`config.mk`:
```
export PLATFORM = sky130hd
export DESIGN_NAME = gte_ram
export DESIGN_NICKNAME = d
export VERILOG_FILES = /design/src/design/gte_ram.sv
export SDC_FILE = /design/constraint.sdc
export NUM_CORES = 1
export LEC_CHECK = 0
export ABC_AREA = 1
export BUFFER_PORTS_ARGS = -buffer_cell sky130_fd_sc_hd__buf_4
export CAP_MARGIN = 20
export CORE_MARGIN = 5
export CORE_UTILIZATION = 30
export DETAILED_ROUTE_END_ITERATION = 10
export PLACE_DENSITY = 0.54
export SETUP_SLACK_MARGIN = 0.05
export SYNTH_ARGS = -nofsm -noshare
export SYNTH_HDL_FRONTEND = slang
export SYNTH_SLANG_ARGS = --single-unit
```
`constraint.sdc`:
```
create_clock -name i_clk -period 2.3 [get_ports i_clk]
set_clock_uncertainty 0.15 [all_clocks]
set_input_delay 0.345 -clock i_clk [delete_from_list [all_inputs] [get_ports i_clk]]
set_output_delay 0.345 -clock i_clk [all_outputs]
set_load 0.02 [all_outputs]
```
`src/design/gte_ram.sv`:
```
// Generic single-write, single-read synchronous RAM with a registered read port.
// No dependencies.
`timescale 1ns / 1ps

module gte_ram #(
    parameter int WIDTH = 8,
    parameter int DEPTH = 16,
    localparam int AW = (DEPTH > 1) ? $clog2(DEPTH) : 1
) (
    input  logic             i_clk,
    input  logic             i_we,
    input  logic [AW-1:0]    i_waddr,
    input  logic [WIDTH-1:0] i_wdata,
    input  logic             i_re,
    input  logic [AW-1:0]    i_raddr,
    output logic [WIDTH-1:0] o_rdata
);

    logic [WIDTH-1:0] r_mem [DEPTH];
    logic [WIDTH-1:0] r_rdata;

    // Write port
    always_ff @(posedge i_clk) begin
        if (i_we) begin
            r_mem[i_waddr] <= i_wdata;
        end
    end

    // Registered read, held while no read is issued
    always_ff @(posedge i_clk) begin
        if (i_re) begin
            r_rdata <= r_mem[i_raddr];
        end
    end

    assign o_rdata = r_rdata;

endmodule

```
Yosys cells after proc, flatten, opt, wreduce, memory -nomap -nowiden
Memory sizes are Yosys's and may differ from the RTL's. A register that Yosys moved wholly into a read port is not among the register bits.
Cells that the tools add are included.
{"block": "totals", "register_bits": 0, "mem_bits_rw": 128, "inputBits": 19, "out_inout_bits": 8, "wordCells": 3, "memories": 1}
{"block": "op_classes", "muxes": 2}
{"name": "r_mem", "words": 16, "width": 8, "read_ports": 1, "rd_ports_with_merged_regs": 1, "wr": 1, "line": "19", "source": "logic [WIDTH-1:0] r_mem [DEPTH];"}
{"cell": "2-to-1 mux 1 bit", "n": 2}

Depth between registers and ports, before layout
{"block": "logic_depth", "ltp_word": 2, "ltp_mapped": 8, "ltp_nobuf": 7}

Least setup slack after synthesis
No wires, ideal clock.
{"block": "synth_path", "path_type": "input-to-reg", "startpoint": "input port i_waddr[2]", "endpoint": "memory r_mem[10][0], enable pin", "setup_time_ns": 0.370, "arrival_time_ns": 0.926, "required_time_ns": 1.780, "slack_ns": 0.854, "path_stages": 2, "n_path_buf": 0, "cell_sequence": "nand3b_1 > nor2_1"}
{"element": "start: declaration", "line": "12", "source": "input logic [AW-1:0] i_waddr,"}
{"element": "end: declaration", "line": "19"}
No word-level cell before the write port.

Final worst setup path
{"block": "layout_path", "startpoint": "register r_rdata[2] (netlist: o_rdata[2]) (read register of r_mem)", "endpoint": "output port o_rdata[2]"}
{"element": "start: declaration", "line": "20", "source": "logic [WIDTH-1:0] r_rdata;"}
{"element": "end: declaration", "line": "16", "source": "output logic [WIDTH-1:0] o_rdata"}
No word-level cell between the ends.

==> impl_metrics.json <==
{
  "cts_buffers": 17,
  "die_w_um": 149.6,
  "leakagePower_uw": 0.002928,
  "cp_cell_sequence": "buf_4",
  "worstPathArrival_ns": 1.11,
  "status": "finished, final reports clean",
  "crit_buf_inv": 1,
  "dpl.hpwl_um": 9045,
  "clock-sinks": 136,
  "slowest_delay_ns": 0.49,
  "cts_tree": "yes",
  "hold_violations": 0,
  "period_needed_ns": 1.604,
  "fp.dieArea_sq_um": 22380,
  "synth_warnings": 0,
  "nFillCells": 1952,
  "final_nets": 615,
  "antennaDiodeCount": 0,
  "postCtsSetupRepairBufs": 0,
  "tns_ns": 0,
  "worst_setup_path_end_kind": "output pin",
  "synth.net_count": 570,
  "p_per_area_nw_per_um2": 802.7,
  "drv_cap": 0,
  "grt_pass1_vias": 3826,
  "drc_errors": 0,
  "start_kind": "register",
  "path_delay_family": "flip-flops",
  "syn2layout_area_growth_pct": 18.30,
  "async_flop_share_pct": 0,
  "overflow": 0,
  "reg2reg_to": "o_rdata[7]",
  "cp_max_fo": 1,
  "ys.flop_type": "edfxtp_1",
  "std_cell_rows": 51,
  "rrSetupSlack_ns": 0.96,
  "via_per_inst": 4.415,
  "setup_viol": 0,
  "ys_ff_latch": 136,
  "clock-root-buffer": "clkbuf_16",
  "reg2regPathDepth": 6,
  "avgSynthCellArea_sq_um": 10.61,
  "p_total_uw": 5552,
  "synth_top_area_share_pct": 69.85,
  "cts_resized": 0,
  "grt_max_degree": 38,
  "hold_start": "i_re",
  "mappedNetlistArea_sq_um": 5847,
  "io_pins": 27,
  "die_y_um": 149.6,
  "start_util_pct": 30.24,
  "drtIter0Drc": 249,
  "clk_latency_ns": 0.42,
  "cp_slowest_cell": "edfxtp_1",
  "first_pass_iters": 7,
  "min_period_over_period_pct": 69.75,
  "wl_um": 14020,
  "yosysSeqAreaShare_pct": 69.85,
  "synth_edf_count": 136,
  "hp-class": "in -> reg",
  "drv_slew": 0,
  "post_drt_wl_per_cell_um": 16.06,
  "r2r_start": "r_mem[0][7]",
  "startpoint": "o_rdata[2]",
  "peakVddDrop_uv": 676.7,
  "worstSetupPathType": "reg -> out",
  "vias": 3854,
  "ctsLongestPathBuffers": 2,
  "synth.cells.most_frequent": "nand2_1, edfxtp_1, inv_1",
  "drive_gt1_share_pct": 11.51,
  "synth_area_leader_cell": "edfxtp_1",
  "drtAntennaViolNets": 0,
  "holdBufCountCts": 0,
  "track_usage_pct": 13.04,
  "cts.htree.levels": 4,
  "max-slew-margin-rel_pct": 72.75,
  "rsz0062_at_grt": "false",
  "max_slew.worst_pin.slew_ns": 0.4087,
  "required_ns": 1.80,
  "pre_cts_slack_ns": 0.4430,
  "place_congestion": 0.7955,
  "core_sq_um": 19330,
  "port_buffers": 26,
  "grt_pass1_wl_um": 21280,
  "regArea_sq_um": 4084,
  "syn_inst": 551,
  "min_to": "o_rdata[7]",
  "cts.clk_slew.worst_paths_ns": 0.06,
  "setup_ws_ns": 0.6957,
  "yosysMostFrequentCell": "nand2_1",
  "synth_cell_types": 11,
  "synthTopCellsByArea": "edfxtp_1, nand2_1, nand3_1",
  "path_depth": 1,
  "max_freq_mhz": 623.3,
  "whs_path_depth": 1,
  "grt_antenna_before_repair": 0,
  "multiInputGateArea_sq_um": 1214
}
==> flip-flops by register name, summed over array words and instances, names as in the netlist <==
signal	count
o_rdata	8
r_mem	128
==> power breakdown <==
part	total [uW]	switching, uW	leakage, uW	internal (uW)
clock network	2360	912	0.000242	1450
logic	373	255	0.00145	118
registers	2820	22.1	0.00124	2790
total	5550	1190	0.00293	4360
==> layout by cell type, fill, tap and decap left out, drive strengths merged <==
cell type,synthesis,final
buf,24,50
bufinv,0,1
edfxtp,136,136
nand3b,2,2
nand2,173,173
inv,102,102
clkbuf,0,23
clkinv,0,7
nand3,97,97
nor2,17,17
==> worst max path at each step <==
stage	end
floorplan	r_mem[10][0]
global placement	o_rdata[1]
detailed placement	o_rdata[1]
CTS	o_rdata[2]
global route	o_rdata[2]
finish	o_rdata[2]
==> logic make-up after synthesis <==
group / count (synthesis) / share of synthesized area [%]
buffers and inverters: 126 / 9.394
and+or+nand+nor: 289 / 20.76
DFF: 136 / 69.85
==> per-layer routing <==
layer | vias to the layer above | wire length (um) | track usage (%)
li1 | 1867 | - | -
met1 | 1852 | 6294 | 16.56
met2 | 112 | 6405 | 20.48
met3 | 23 | 1030 | 4.815
met4 | 0 | 291 | 4.760
met5 | - | 0 | 0
==> stage by stage <==
stage                     util, %  instances  hold WS, ns  cell area, sq um
after floorplan                 -        551       0.2939              5847
after global placement      33.17        842       0.5102              6412
after detailed placement    33.17        842       0.5171              6412
after CTS                   35.77        873      0.08235              6917
after global routing        35.77        873      0.07911              6917
final                       35.77        873      0.09469              6917
==> cell type report <==
cell class / instances / share of cell area, %
Tap cell: 265 / 4.794
Multi-Input combinational cell: 289 / 17.55
Sequential cell: 136 / 59.04
Inverter: 102 / 5.535
Clock inverter: 8 / 0.8140
Clock buffer: 23 / 6.476
Timing Repair Buffer: 50 / 5.789
No activity file was read; power rests on OpenSTA's default activity.
